<file path="config.mk">
export PLATFORM = sky130hd
export DESIGN_NAME = alpha_blend_source_over
export DESIGN_NICKNAME = d
export VERILOG_FILES = /design/src/rtl/abso_pkg.sv /design/src/rtl/abso_premul.sv /design/src/rtl/abso_mix.sv /design/src/rtl/abso_udiv.sv /design/src/rtl/alpha_blend_source_over.sv
export SDC_FILE = /design/constraint.sdc
export NUM_CORES = 2
export LEC_CHECK = 0
export ABC_AREA = 1
export BUFFER_PORTS_ARGS = -buffer_cell sky130_fd_sc_hd__buf_2
export CAP_MARGIN = 10
export CORE_MARGIN = 2
export CORE_UTILIZATION = 60
export CTS_BUF_LIST = sky130_fd_sc_hd__clkbuf_8
export DETAILED_ROUTE_END_ITERATION = 10
export GPL_TIMING_DRIVEN = 0
export MAX_ROUTING_LAYER = met4
export PLACE_DENSITY = 0.76
export SLEW_MARGIN = 0
export SYNTH_ARGS = -nofsm -noshare
export SYNTH_HDL_FRONTEND = slang
export SYNTH_SLANG_ARGS = --single-unit
</file>
<file path="constraint.sdc">
create_clock -name clk -period 34.2 [get_ports clk]
set_clock_uncertainty 0.05 [all_clocks]
set_input_delay 1.71 -clock clk [delete_from_list [all_inputs] [get_ports clk]]
set_output_delay 1.71 -clock clk [all_outputs]
set_load 0.01 [all_outputs]
</file>
<file path="src/rtl/abso_pkg.sv">
// shared constants, types and arithmetic helpers for the source-over blender
package abso_pkg;

  localparam int NCH  = 3;    // color channels per pixel (blue, green, red)
  localparam int CW   = 8;    // bits per channel
  localparam int PW   = 32;   // bits per pixel

  // pipeline stage numbering
  localparam int S_PRE  = 1;  // first premultiply stage (two stages)
  localparam int S_MIX  = 3;  // first combine stage (three stages)
  localparam int S_DIV  = 6;  // first divide stage (three stages)
  localparam int S_OUT  = 9;  // output register
  localparam int NSTG   = 10;

  localparam logic [CW-1:0] A_CLEAR  = 8'h00;
  localparam logic [CW-1:0] A_OPAQUE = 8'hFF;
  localparam logic [CW-1:0] C_MAX    = 8'd255;
  localparam logic [15:0]   RND      = 16'd127;

  localparam logic MODE_COPY = 1'b0;
  localparam logic MODE_OVER = 1'b1;

  typedef logic [CW-1:0] chan_t;
  typedef logic [15:0]   prod_t;   // c*a + 127, at most 65152
  typedef logic [8:0]    sum_t;    // premultiplied sum, at most 510
  typedef logic [16:0]   num_t;    // p*255 + oa/2, below 2^17

  // bypass decision that rides along the pipeline
  typedef struct packed {
    logic          byp;
    logic [PW-1:0] pix;
  } side_t;

  // result of two restoring divide steps
  typedef struct packed {
    logic [1:0] q;
    num_t       rem;
  } step_t;

  // exact floor(x / 255) for x below 255*256
  function automatic chan_t div255(input prod_t x);
    logic [16:0] t;
    t = 17'(x) + 17'(x[15:8]) + 17'd1;
    return t[15:8];
  endfunction

  // two restoring steps at quotient bits sh+1 and sh
  function automatic step_t div2(input num_t rem, input chan_t den, input logic [2:0] sh);
    num_t  r;
    num_t  t;
    step_t s;
    r = rem;
    t = num_t'(den) << (sh + 3'd1);
    s.q[1] = (r >= t);
    if (s.q[1]) begin
      r = r - t;
    end
    t = num_t'(den) << sh;
    s.q[0] = (r >= t);
    if (s.q[0]) begin
      r = r - t;
    end
    s.rem = r;
    return s;
  endfunction

endpackage

</file>
<file path="src/rtl/abso_premul.sv">
// premultiply stages: channel by alpha products, then rounding divide by 255
module abso_premul (
  input  logic                                        clk,
  input  logic [1:0]                                  en,
  input  logic [abso_pkg::PW-1:0]                     src,
  input  logic [abso_pkg::PW-1:0]                     dst,
  output logic [abso_pkg::NCH-1:0][abso_pkg::CW-1:0]  ps,
  output logic [abso_pkg::NCH-1:0][abso_pkg::CW-1:0]  pd,
  output abso_pkg::chan_t                             inv,
  output abso_pkg::chan_t                             oa
);

  abso_pkg::prod_t [abso_pkg::NCH-1:0] ms1_r, ms1_nxt;
  abso_pkg::prod_t [abso_pkg::NCH-1:0] md1_r, md1_nxt;
  abso_pkg::prod_t                     ma1_r, ma1_nxt;
  abso_pkg::chan_t                     sa1_r, inv1_r, inv1_nxt;

  logic [abso_pkg::NCH-1:0][abso_pkg::CW-1:0] ps2_r, ps2_nxt, pd2_r, pd2_nxt;
  abso_pkg::chan_t                            oa2_r, oa2_nxt, inv2_r;

  // stage one: products with rounding bias
  always_comb begin
    abso_pkg::chan_t sa;
    abso_pkg::chan_t da;
    sa       = src[31:24];
    da       = dst[31:24];
    inv1_nxt = abso_pkg::C_MAX - sa;
    for (int c = 0; c < abso_pkg::NCH; c++) begin
      ms1_nxt[c] = abso_pkg::prod_t'(src[8*c +: 8]) * abso_pkg::prod_t'(sa) + abso_pkg::RND;
      md1_nxt[c] = abso_pkg::prod_t'(dst[8*c +: 8]) * abso_pkg::prod_t'(da) + abso_pkg::RND;
    end
    ma1_nxt = abso_pkg::prod_t'(da) * abso_pkg::prod_t'(inv1_nxt) + abso_pkg::RND;
  end

  always_ff @(posedge clk) begin
    if (en[0]) begin
      ms1_r  <= ms1_nxt;
      md1_r  <= md1_nxt;
      ma1_r  <= ma1_nxt;
      sa1_r  <= src[31:24];
      inv1_r <= inv1_nxt;
    end
  end

  // stage two: divide by 255, output alpha
  always_comb begin
    for (int c = 0; c < abso_pkg::NCH; c++) begin
      ps2_nxt[c] = abso_pkg::div255(ms1_r[c]);
      pd2_nxt[c] = abso_pkg::div255(md1_r[c]);
    end
    oa2_nxt = sa1_r + abso_pkg::div255(ma1_r);
  end

  always_ff @(posedge clk) begin
    if (en[1]) begin
      ps2_r  <= ps2_nxt;
      pd2_r  <= pd2_nxt;
      oa2_r  <= oa2_nxt;
      inv2_r <= inv1_r;
    end
  end

  assign ps  = ps2_r;
  assign pd  = pd2_r;
  assign inv = inv2_r;
  assign oa  = oa2_r;

endmodule

</file>
<file path="src/rtl/abso_mix.sv">
// source-over combine stages: scale destination, add source, build dividend
module abso_mix (
  input  logic                                        clk,
  input  logic [2:0]                                  en,
  input  logic [abso_pkg::NCH-1:0][abso_pkg::CW-1:0]  ps,
  input  logic [abso_pkg::NCH-1:0][abso_pkg::CW-1:0]  pd,
  input  abso_pkg::chan_t                             inv,
  input  abso_pkg::chan_t                             oa,
  output abso_pkg::num_t [abso_pkg::NCH-1:0]          num,
  output logic [abso_pkg::NCH-1:0]                    sat,
  output abso_pkg::chan_t                             oa_out
);

  abso_pkg::prod_t [abso_pkg::NCH-1:0]        mp3_r, mp3_nxt;
  logic [abso_pkg::NCH-1:0][abso_pkg::CW-1:0] ps3_r;
  abso_pkg::chan_t                            oa3_r;

  abso_pkg::sum_t [abso_pkg::NCH-1:0]         p4_r, p4_nxt;
  abso_pkg::chan_t                            oa4_r;

  abso_pkg::num_t [abso_pkg::NCH-1:0]         n5_r, n5_nxt;
  logic [abso_pkg::NCH-1:0]                   sat5_r, sat5_nxt;
  abso_pkg::chan_t                            oa5_r;

  // stage three: destination premultiplied color times (255 - source alpha)
  always_comb begin
    for (int c = 0; c < abso_pkg::NCH; c++) begin
      mp3_nxt[c] = abso_pkg::prod_t'(pd[c]) * abso_pkg::prod_t'(inv) + abso_pkg::RND;
    end
  end

  always_ff @(posedge clk) begin
    if (en[0]) begin
      mp3_r <= mp3_nxt;
      ps3_r <= ps;
      oa3_r <= oa;
    end
  end

  // stage four: premultiplied result color
  always_comb begin
    for (int c = 0; c < abso_pkg::NCH; c++) begin
      p4_nxt[c] = abso_pkg::sum_t'(ps3_r[c]) + abso_pkg::sum_t'(abso_pkg::div255(mp3_r[c]));
    end
  end

  always_ff @(posedge clk) begin
    if (en[1]) begin
      p4_r  <= p4_nxt;
      oa4_r <= oa3_r;
    end
  end

  // stage five: dividend p*255 + oa/2 and saturation check against 256*oa
  always_comb begin
    abso_pkg::num_t pv;
    for (int c = 0; c < abso_pkg::NCH; c++) begin
      pv          = abso_pkg::num_t'(p4_r[c]);
      n5_nxt[c]   = (pv << 8) - pv + abso_pkg::num_t'(oa4_r[7:1]);
      sat5_nxt[c] = (n5_nxt[c] >= (abso_pkg::num_t'(oa4_r) << 8));
    end
  end

  always_ff @(posedge clk) begin
    if (en[2]) begin
      n5_r   <= n5_nxt;
      sat5_r <= sat5_nxt;
      oa5_r  <= oa4_r;
    end
  end

  assign num    = n5_r;
  assign sat    = sat5_r;
  assign oa_out = oa5_r;

endmodule

</file>
<file path="src/rtl/abso_udiv.sv">
// pipelined restoring divider, two quotient bits per stage, saturating at 255
module abso_udiv (
  input  logic            clk,
  input  logic [2:0]      en,
  input  abso_pkg::num_t  num,
  input  logic            sat,
  input  abso_pkg::chan_t den,
  output abso_pkg::chan_t quo
);

  abso_pkg::num_t  rem_r [0:2];
  abso_pkg::chan_t quo_r [0:2];
  abso_pkg::chan_t den_r [0:2];
  logic            sat_r [0:2];
  abso_pkg::step_t last_nxt;

  // registered stages resolve quotient bits 7..2
  for (genvar j = 0; j < 3; j++) begin : g_stg
    abso_pkg::num_t  rem_in;
    abso_pkg::chan_t quo_in;
    abso_pkg::chan_t den_in;
    logic            sat_in;
    abso_pkg::step_t step_nxt;

    if (j == 0) begin : g_first
      assign rem_in = num;
      assign quo_in = '0;
      assign den_in = den;
      assign sat_in = sat;
    end else begin : g_next
      assign rem_in = rem_r[j-1];
      assign quo_in = quo_r[j-1];
      assign den_in = den_r[j-1];
      assign sat_in = sat_r[j-1];
    end

    assign step_nxt = abso_pkg::div2(rem_in, den_in, 3'(6 - 2*j));

    always_ff @(posedge clk) begin
      if (en[j]) begin
        rem_r[j] <= step_nxt.rem;
        quo_r[j] <= {quo_in[5:0], step_nxt.q};
        den_r[j] <= den_in;
        sat_r[j] <= sat_in;
      end
    end
  end

  // last two bits feed the output register directly
  assign last_nxt = abso_pkg::div2(rem_r[2], den_r[2], 3'd0);
  assign quo      = sat_r[2] ? abso_pkg::C_MAX : {quo_r[2][5:0], last_nxt.q};

endmodule

</file>
<file path="src/rtl/alpha_blend_source_over.sv">
// top level of the source-over ARGB8888 blender: handshake, bypass and output
//
//  channel | signals                                  | transfer when
//  --------+------------------------------------------+-----------------------
//  in      | in_valid in_ready in_src_pixel in_dst_pixel | in_valid & in_ready
//  out     | out_valid out_ready out_pixel            | out_valid & out_ready
//  cfg     | cfg_valid cfg_ready cfg_compose_mode     | cfg_valid & cfg_ready
//
// one pixel pair per clock while the output is not stalled
// the depth is the input register, two premultiply stages, three combine stages,
// three divide-by-output-alpha stages and the output register
// reset clears all stage valid bits and selects source-over blending
// each stage holds while the stage after it is full and stalled; empty stages
// keep filling, so in_ready drops only when all ten stages hold a pixel
module alpha_blend_source_over (
  input  logic                    clk,
  input  logic                    rst_n,
  input  logic                    in_valid,
  output logic                    in_ready,
  input  logic [abso_pkg::PW-1:0] in_src_pixel,
  input  logic [abso_pkg::PW-1:0] in_dst_pixel,
  output logic                    out_valid,
  input  logic                    out_ready,
  output logic [abso_pkg::PW-1:0] out_pixel,
  input  logic                    cfg_valid,
  output logic                    cfg_ready,
  input  logic                    cfg_compose_mode
);

  logic                    mode_r;
  logic [abso_pkg::NSTG-1:0] v_r, v_nxt, en;

  logic [abso_pkg::PW-1:0] src0_r, dst0_r;
  logic                    mode0_r;

  abso_pkg::side_t sb_r [abso_pkg::S_PRE:abso_pkg::S_OUT-1];
  abso_pkg::side_t sb1_nxt;
  abso_pkg::chan_t oa_r [abso_pkg::S_DIV:abso_pkg::S_OUT-1];

  logic [abso_pkg::NCH-1:0][abso_pkg::CW-1:0] ps, pd;
  abso_pkg::chan_t                            inv, oa_pre, oa_mix;
  abso_pkg::num_t [abso_pkg::NCH-1:0]         num;
  logic [abso_pkg::NCH-1:0]                   sat;
  abso_pkg::chan_t                            quo [abso_pkg::NCH];

  logic [abso_pkg::PW-1:0] out_pix_r, out_pix_nxt;

  // mode register
  assign cfg_ready = 1'b1;

  always_ff @(posedge clk) begin
    if (!rst_n) begin
      mode_r <= abso_pkg::MODE_OVER;
    end else if (cfg_valid && cfg_ready) begin
      mode_r <= cfg_compose_mode;
    end
  end

  // stage enables: a stage moves when empty or when its successor moves
  always_comb begin
    en[abso_pkg::NSTG-1] = !v_r[abso_pkg::NSTG-1] || out_ready;
    for (int i = abso_pkg::NSTG-2; i >= 0; i--) begin
      en[i] = !v_r[i] || en[i+1];
    end
    v_nxt[0] = en[0] ? in_valid : v_r[0];
    for (int i = 1; i < abso_pkg::NSTG; i++) begin
      v_nxt[i] = en[i] ? v_r[i-1] : v_r[i];
    end
  end

  always_ff @(posedge clk) begin
    if (!rst_n) begin
      v_r <= '0;
    end else begin
      v_r <= v_nxt;
    end
  end

  assign in_ready  = en[0];
  assign out_valid = v_r[abso_pkg::S_OUT];
  assign out_pixel = out_pix_r;

  // input register
  always_ff @(posedge clk) begin
    if (en[0]) begin
      src0_r  <= in_src_pixel;
      dst0_r  <= in_dst_pixel;
      mode0_r <= mode_r;
    end
  end

  // bypass cases: copy mode, transparent or opaque source
  always_comb begin
    sb1_nxt.byp = (mode0_r == abso_pkg::MODE_COPY) || (src0_r[31:24] == abso_pkg::A_CLEAR) ||
                  (src0_r[31:24] == abso_pkg::A_OPAQUE);
    sb1_nxt.pix = ((mode0_r == abso_pkg::MODE_COPY) || (src0_r[31:24] == abso_pkg::A_OPAQUE))
                  ? src0_r : dst0_r;
  end

  // bypass sideband follows the item through the pipeline
  always_ff @(posedge clk) begin
    if (en[abso_pkg::S_PRE]) begin
      sb_r[abso_pkg::S_PRE] <= sb1_nxt;
    end
    for (int i = abso_pkg::S_PRE + 1; i < abso_pkg::S_OUT; i++) begin
      if (en[i]) begin
        sb_r[i] <= sb_r[i-1];
      end
    end
  end

  // output alpha alongside the divider
  always_ff @(posedge clk) begin
    if (en[abso_pkg::S_DIV]) begin
      oa_r[abso_pkg::S_DIV] <= oa_mix;
    end
    for (int i = abso_pkg::S_DIV + 1; i < abso_pkg::S_OUT; i++) begin
      if (en[i]) begin
        oa_r[i] <= oa_r[i-1];
      end
    end
  end

  abso_premul u_premul (
    .clk (clk),
    .en  (en[abso_pkg::S_PRE +: 2]),
    .src (src0_r),
    .dst (dst0_r),
    .ps  (ps),
    .pd  (pd),
    .inv (inv),
    .oa  (oa_pre)
  );

  abso_mix u_mix (
    .clk    (clk),
    .en     (en[abso_pkg::S_MIX +: 3]),
    .ps     (ps),
    .pd     (pd),
    .inv    (inv),
    .oa     (oa_pre),
    .num    (num),
    .sat    (sat),
    .oa_out (oa_mix)
  );

  for (genvar c = 0; c < abso_pkg::NCH; c++) begin : g_div
    abso_udiv u_udiv (
      .clk (clk),
      .en  (en[abso_pkg::S_DIV +: 3]),
      .num (num[c]),
      .sat (sat[c]),
      .den (oa_mix),
      .quo (quo[c])
    );
  end

  // output register: bypass pixel or un-premultiplied result
  always_comb begin
    if (sb_r[abso_pkg::S_OUT-1].byp) begin
      out_pix_nxt = sb_r[abso_pkg::S_OUT-1].pix;
    end else begin
      out_pix_nxt = {oa_r[abso_pkg::S_OUT-1], quo[2], quo[1], quo[0]};
    end
  end

  always_ff @(posedge clk) begin
    if (en[abso_pkg::S_OUT]) begin
      out_pix_r <= out_pix_nxt;
    end
  end

endmodule

</file>
# Yosys cells after proc, flatten, opt, wreduce, memory -nomap -nowiden

Memories as Yosys holds them, arrays and structs flattened.
Cells that the tools add are included.

Bits in registers: 477
Latch bits: 0
Bits in writable memories: 594
Memory bits (read-only): 0
Input port bits: 70
Memories: 14

Memories:

| memory                | words | width | read ports | clocked after Yosys merged registers in | write ports | RTL line                      | RTL |
|---|---|---|---|---|---|---|---|
| sb_r                  | 8     | 33    | 8          | 0                                       | 8           | alpha_blend_source_over.sv:36 | `abso_pkg::side_t sb_r [abso_pkg::S_PRE:abso_pkg::S_OUT-1];` |
| g_div[0].u_udiv.rem_r | 3     | 17    | 3          | 0                                       | 3           | abso_udiv.sv:11               | `abso_pkg::num_t rem_r [0:2];` |
| g_div[1].u_udiv.rem_r | 3     | 17    | 3          | 0                                       | 3           | abso_udiv.sv:11               |  |
| g_div[2].u_udiv.rem_r | 3     | 17    | 3          | 0                                       | 3           | abso_udiv.sv:11               |  |
| g_div[0].u_udiv.den_r | 3     | 8     | 3          | 0                                       | 3           | abso_udiv.sv:13               | `abso_pkg::chan_t den_r [0:2];` |
| g_div[0].u_udiv.quo_r | 3     | 8     | 3          | 0                                       | 3           | abso_udiv.sv:12               | `abso_pkg::chan_t quo_r [0:2];` |
| +8 memories           | -     | -     | -          | -                                       | -           | -                             |  |

$add $sub $neg: 62
Multiply operators: 10
Divide/modulo/power cells: 0
Order comparisons: 27
Equality and inequality tests: 1
Shift operators: 0
Mux-type cells: 42
Bitwise operators: 1
Reduce and logical (&&, ||, !) cells: 24

Operators with widths:

| kind                                                            | number |
|---|---|
| 17-bit two-way mux                                              | 21 |
| 16-bit by 1-bit adder with 16-bit output, second input constant | 10 |
| 16-bit by 7-bit adder with 16-bit output, second input constant | 10 |
| 16-bit by 8-bit adder with 16-bit output                        | 10 |
| 8-bit by 8-bit multiplier with 16-bit output                    | 10 |
| 17-bit by 9-bit subtractor with 17-bit output                   | 6 |
| 32-bit two-way mux                                              | 2 |
| 17-bit by 7-bit adder with 17-bit output                        | 3 |
| 17-bit by 10-bit greater-or-equal comparator with 1-bit output  | 3 |
| 17-bit by 11-bit greater-or-equal comparator with 1-bit output  | 3 |
| 17-bit by 12-bit greater-or-equal comparator with 1-bit output  | 3 |
| 17-bit by 13-bit greater-or-equal comparator with 1-bit output  | 3 |
| 17-bit by 14-bit greater-or-equal comparator with 1-bit output  | 3 |
| 17-bit by 15-bit greater-or-equal comparator with 1-bit output  | 3 |
| 17-bit by 16-bit greater-or-equal comparator with 1-bit output  | 3 |
| 17-bit by 8-bit greater-or-equal comparator with 1-bit output   | 3 |
| 17-bit by 9-bit greater-or-equal comparator with 1-bit output   | 3 |
| 17-bit by 10-bit subtractor with 17-bit output                  | 3 |
| 17-bit by 11-bit subtractor with 17-bit output                  | 3 |
| 17-bit by 12-bit subtractor with 17-bit output                  | 3 |
| 17-bit by 13-bit subtractor with 17-bit output                  | 3 |
| 17-bit by 14-bit subtractor with 17-bit output                  | 3 |
| 17-bit by 15-bit subtractor with 17-bit output                  | 3 |
| 8-bit by 8-bit adder with 9-bit output                          | 3 |
| 9 further kinds                                                 | 47 |

# Longest topological paths before layout

Depth in word-level cells: 12
Gate-level depth with buffers: 30

# Modules after synthesis

A second synthesis with hierarchy kept.

Cells, all modules: 8774
Area total of the unflattened synthesis: 78775.6 sq um

Modules (own cells, without submodules):

| module                      | times used | cells an instance | area an instance (sq um) | seq. area each (sq um) |
|---|---|---|---|---|
| abso_premul                 | 1          | 3188              | 25750.9                  | 5765.5 |
| abso_mix                    | 1          | 1954              | 16902.5                  | 5315.1 |
| alpha_blend_source_over     | 1          | 582               | 12852.3                  | 11781.3 |
| abso_udiv (g_div[0].u_udiv) | 1          | 1035              | 7836.3                   | 2702.6 |
| abso_udiv (g_div[1].u_udiv) | 1          | 1017              | 7810.0                   | 2702.6 |
| abso_udiv (g_div[2].u_udiv) | 1          | 998               | 7623.6                   | 2702.6 |

# Worst setup path before layout

OpenSTA, ideal clock, no wires.

Kind: input port to flip-flop
Start: in out_ready
End: reg sb_r[0][33] (netlist name)
Setup time: 0.514 ns
Data arrival time: 14.576 ns
Required time: 33.636 ns
Setup slack: 19.060 ns
Stages on the path: 12
Path buffers: 0
Cell sequence: nor2_1 inv_1 nor2_1 inv_1 nor2_1 nand2_1 nor2_2 nand2_1 nor2_1 nand2_1 nor2_2 inv_1

RTL lines:

| item               | RTL line                      | RTL |
|---|---|---|
| start: declaration | alpha_blend_source_over.sv:23 | `input logic out_ready,` |

# Worst setup path in the final report

Start: in out_ready
End: out in_ready

Word-level cells in the longest chain between the ends: 10

RTL lines:

| item                           | RTL line                      | RTL |
|---|---|---|
| 1-bit logical OR               | alpha_blend_source_over.sv:61 | `en[abso_pkg::NSTG-1] = !v_r[abso_pkg::NSTG-1] \|\| out_ready;` |
| named net en, one bit          | alpha_blend_source_over.sv:31 | `logic [abso_pkg::NSTG-1:0] v_r, v_nxt, en;` |
| 1-bit logical OR               | alpha_blend_source_over.sv:63 | `en[i] = !v_r[i] \|\| en[i+1];` |
| named net en, one bit          | alpha_blend_source_over.sv:31 |  |
| 1-bit logical OR (2 in series) | alpha_blend_source_over.sv:63 |  |
| named net en, one bit          | alpha_blend_source_over.sv:31 |  |
| 1-bit logical OR (2 in series) | alpha_blend_source_over.sv:63 |  |
| named net en, one bit          | alpha_blend_source_over.sv:31 |  |
| 1-bit logical OR (2 in series) | alpha_blend_source_over.sv:63 |  |
| named net en, one bit          | alpha_blend_source_over.sv:31 |  |
| 1-bit logical OR (2 in series) | alpha_blend_source_over.sv:63 |  |
| end: declaration               | alpha_blend_source_over.sv:19 | `output logic in_ready,` |

The timed path passes the listed nets, and every way through them passes these cells.

==> impl_metrics.toml <==
[setup_path]
crit_path_start_kind = "input port"
critPathCaptureType = "output port"
timing.critical_path.slowest_stage_cell = "sky130_fd_sc_hd__nand2_4"
crit_path_cell_trace = "buf_2 > nor2_1 > inv_2 > nor2_1 > inv_4 > nor2_1 > nand2_4 > nor2_2 > nand2_4 > buf_16 > nor2_1 > nand2_4 > nor2_2 > nand2_4 > buf_2"
critPathLaunch = "out_ready"
cell_family_contributing_the_most_delay_on_the_critical_path = "simple AND/OR/NAND/NOR gates"
worst_path_largest_cell_delay_ns = 0.50
r2r-start = "src0_r[24]"
cp.arrival_ns = 6.38
critical_path.n_buffers_inverters = 5
critPathMaxFanout = 68
required_ns = 32.44
ws_path_type = "in -> out"

[cells_and_area]
final_layout_size_suffix_gt1_frac = 0.05912
layout_commonest_cell = "sky130_fd_sc_hd__nand2_1"
area_delta_synth_final_pct = 8.358
final.fill_count = 9391
most-common-layout-cells = "1878 x sky130_fd_sc_hd__nand2_1, 1299 x sky130_fd_sc_hd__inv_1, 952 x sky130_fd_sc_hd__edfxtp_1"
num-nets-final = 9121

[global_routing]
grtUsageTotal = 0.2922
global_route_wire_length_before_repair_um = 271000
grt_antenna_before_repair = 5
first_global_vias = 52320
gr-total-overflow = 0
grt_max_degree = 100

[hold_path]
hold_path_startpoint = "sb_r[0][48]"
worst_hold_path_type = "reg -> reg"

[logic_synthesis]
mappedNetlistArea_mm2 = 0.07177
synth_area_per_cell_um2 = 9.382
yosys_warnings = 0
synth_nets = 8848
ys_dominant_reg_cell = "sky130_fd_sc_hd__edfxtp_1"
synth_edf_count = 952
synth_top_cells_by_area = "sky130_fd_sc_hd__edfxtp_1 40%, sky130_fd_sc_hd__fa_1 12%, sky130_fd_sc_hd__ha_1 12%"
postSynthCellCount = 7649
synth_largest_type_area_fraction = 0.3983
netlist.top_cell.by_area = "sky130_fd_sc_hd__edfxtp_1"
synth-seq-area-share = 0.4014
postSynth.asyncResetShare = 0
postSynthRegisterBits = 963
number_of_unique_standard_cell_types_used_by_synthesis = 66

[die]
fp.dieH_um = 349.8
floorplan.die.width_um = 349.8
placementRows = 126
start_util = 0.6061
fp.dieArea_mm2 = 0.1224
i_o_pin_total = 105
floorplan.core_area_mm2 = 0.1184

[clock_tree]
cts.reportedPaths.clkPinSlew_ns = 0.05
cts_tree = "yes"
cts-htree-levels = 4
cts_max_path_buffers = 3
post_cts.resized_instances = 0
worst_skew_pair.late_latency_ns = 0.89
post_cts_hold_buffer_count = 0
cts_inserted_buffers = 160
cts_setup_buffers = 0
clockRootBuffer = "sky130_fd_sc_hd__clkbuf_8"
cts_sinks = 963

[timing]
timing_hold_violations_final = 0
timing.final.setup_violations = 0
timing.final.crit_period_ns = 8.143
max_freq_ghz = 0.1228
slew_headroom = 0.3505
fin_crit_sh = 0.2381
worst_pin_slew_ns = 0.9641
setup_total_negative_slack_ns = 0
grt_setup_unrepaired = "false"
final_max_slew_viol_count = 0

[drt]
route.detailed.drc = 0
vias = 52690
drt_pass1_iterations = 7
antenna_violating_nets_left = 0
wl_um = 171000
first_iter_violations = 3784
post_drt_via_cell_ratio = 5.454
routedWlPerCell_um = 17.70

[placement]
post-dp-hpwl_um = 134400
buffer_ports.inserted = 103
routabilityCongestion = 0.9599

[job]
cap_viol_max_count = 0

[run_status]
run_status = "completed"
routing by layer:
layer  wire (um)  GRT usage  vias up  part of all wire
met2       84160     0.4912     1673              0.49
met5           0          -        -                 0
met4        9265     0.1464        0             0.054
li1            -          -    25510                 -
met1       68230     0.3457    25080              0.40
met3        9322    0.03987      428             0.055
cells in the mapped netlist, types with 4 or more instances:
| cell type | count |
|---|---|
| sky130_fd_sc_hd__o22a_1 | 6 |
| sky130_fd_sc_hd__or2_2 | 12 |
| sky130_fd_sc_hd__buf_6 | 6 |
| sky130_fd_sc_hd__nor4_1 | 14 |
| sky130_fd_sc_hd__nand2_2 | 23 |
| sky130_fd_sc_hd__nor2_1 | 465 |
| sky130_fd_sc_hd__edfxtp_1 | 952 |
| sky130_fd_sc_hd__inv_1 | 1257 |
| sky130_fd_sc_hd__a21oi_1 | 377 |
| sky130_fd_sc_hd__dfxtp_1 | 11 |
| sky130_fd_sc_hd__o21ai_0 | 247 |
| sky130_fd_sc_hd__clkinv_1 | 7 |
| sky130_fd_sc_hd__nand3_2 | 12 |
| sky130_fd_sc_hd__buf_2 | 9 |
| sky130_fd_sc_hd__o21bai_1 | 21 |
| sky130_fd_sc_hd__clkbuf_2 | 5 |
| sky130_fd_sc_hd__nand3b_1 | 15 |
| sky130_fd_sc_hd__o2111ai_1 | 4 |
| sky130_fd_sc_hd__a21boi_0 | 18 |
| sky130_fd_sc_hd__nand2_1 | 1882 |
| sky130_fd_sc_hd__xor2_1 | 257 |
| sky130_fd_sc_hd__and2_1 | 12 |
| sky130_fd_sc_hd__a31oi_1 | 17 |
| sky130_fd_sc_hd__ha_1 | 681 |
| sky130_fd_sc_hd__nor3_1 | 52 |
| sky130_fd_sc_hd__xnor2_1 | 106 |
| sky130_fd_sc_hd__a21o_1 | 18 |
| sky130_fd_sc_hd__nor2_4 | 8 |
| sky130_fd_sc_hd__nand3_4 | 8 |
| sky130_fd_sc_hd__nand3_1 | 301 |
| sky130_fd_sc_hd__o211ai_1 | 14 |
| sky130_fd_sc_hd__nor2_2 | 15 |
| sky130_fd_sc_hd__buf_1 | 31 |
| sky130_fd_sc_hd__a211oi_1 | 8 |
| sky130_fd_sc_hd__clkbuf_1 | 120 |
| sky130_fd_sc_hd__fa_1 | 448 |
| sky130_fd_sc_hd__o21a_1 | 14 |
| sky130_fd_sc_hd__nand2_4 | 5 |
| sky130_fd_sc_hd__nand4_1 | 105 |
| sky130_fd_sc_hd__o31ai_1 | 14 |
| sky130_fd_sc_hd__inv_2 | 14 |
| sky130_fd_sc_hd__o21ai_1 | 17 |
| sky130_fd_sc_hd__buf_4 | 8 |
cell families (layout without fill, tap and decap cells):
group	after synthesis	after routing	share of synthesized area
and+or+nand+nor	2945	2945	0.1723
buffers and inverters	1461	1864	0.07816
adders and majority gates	1129	1129	0.2437
DFF	963	963	0.4014
AOI/OAI and AO/OA	786	786	0.05989
xor gates and xnor gates	363	363	0.04430
other	1	9	0.00005225
muxes	1	1	0.0001569
final cells by class:
class / count / area, um^2 / share of cell area
diodes: 8 / 20.02 / 0.0002574
plain buffers: 181 / 799.5 / 0.01028
clock buffers: 169 / 2326 / 0.02991
clock inverters: 123 / 869.6 / 0.01118
inverters: 1280 / 4825 / 0.06204
multi-input cells: 5225 / 37380 / 0.4807
flip-flops and latches: 963 / 28810 / 0.3705
well taps: 1600 / 2002 / 0.02574
repair buffers: 111 / 735.7 / 0.009461
registers in the layout, indices dropped and copies added (netlist names), 24 cells and up:
name / cells
u_premul.ms1_r: 48
dst0_r: 32
u_premul.ps: 24
g_div.u_udiv.quo_r: 36
u_premul.md1_r: 48
u_mix.ps3_r: 24
u_mix.num: 51
u_mix.p4_r: 27
g_div.u_udiv.rem_r: 153
u_premul.pd: 24
out_pixel: 32
sb_r: 264
src0_r: 32
u_mix.mp3_r: 48
per-stage QoR:
stage / cell area, um^2 / hold slack (ns) / setup WS [ns] / cells / utilization
final: 77760 / 0.3392 / 26.06 / 9660 / 0.6568
after global routing: 77760 / 0.3570 / 25.53 / 9658 / 0.6568
after CTS: 77740 / 0.3368 / 25.94 / 9652 / 0.6566
after detailed placement: 74550 / 0.3545 / 25.94 / 9360 / 0.6296
after global placement: 74280 / 0.3506 / 13.63 / 9352 / 0.6274
after floorplan: 71770 / 0.3503 / 19.06 / 7649 / -
final timing paths:
| kind | endpoint | slack, ns | cells after the start |
|---|---|---|---|
| worst max-delay path | in_ready | 26.06 | 15 |
| worst min-delay path | sb_r[0][81] | 0.34 | 0 |
| worst max register to register | u_premul.ms1_r[46] | 28.52 | 17 |
| worst min register to register | sb_r[0][81] | 0.34 | 0 |
Power is not shown: default switching activity piles up to over one toggle a cycle in this logic, so the estimate is an artifact.
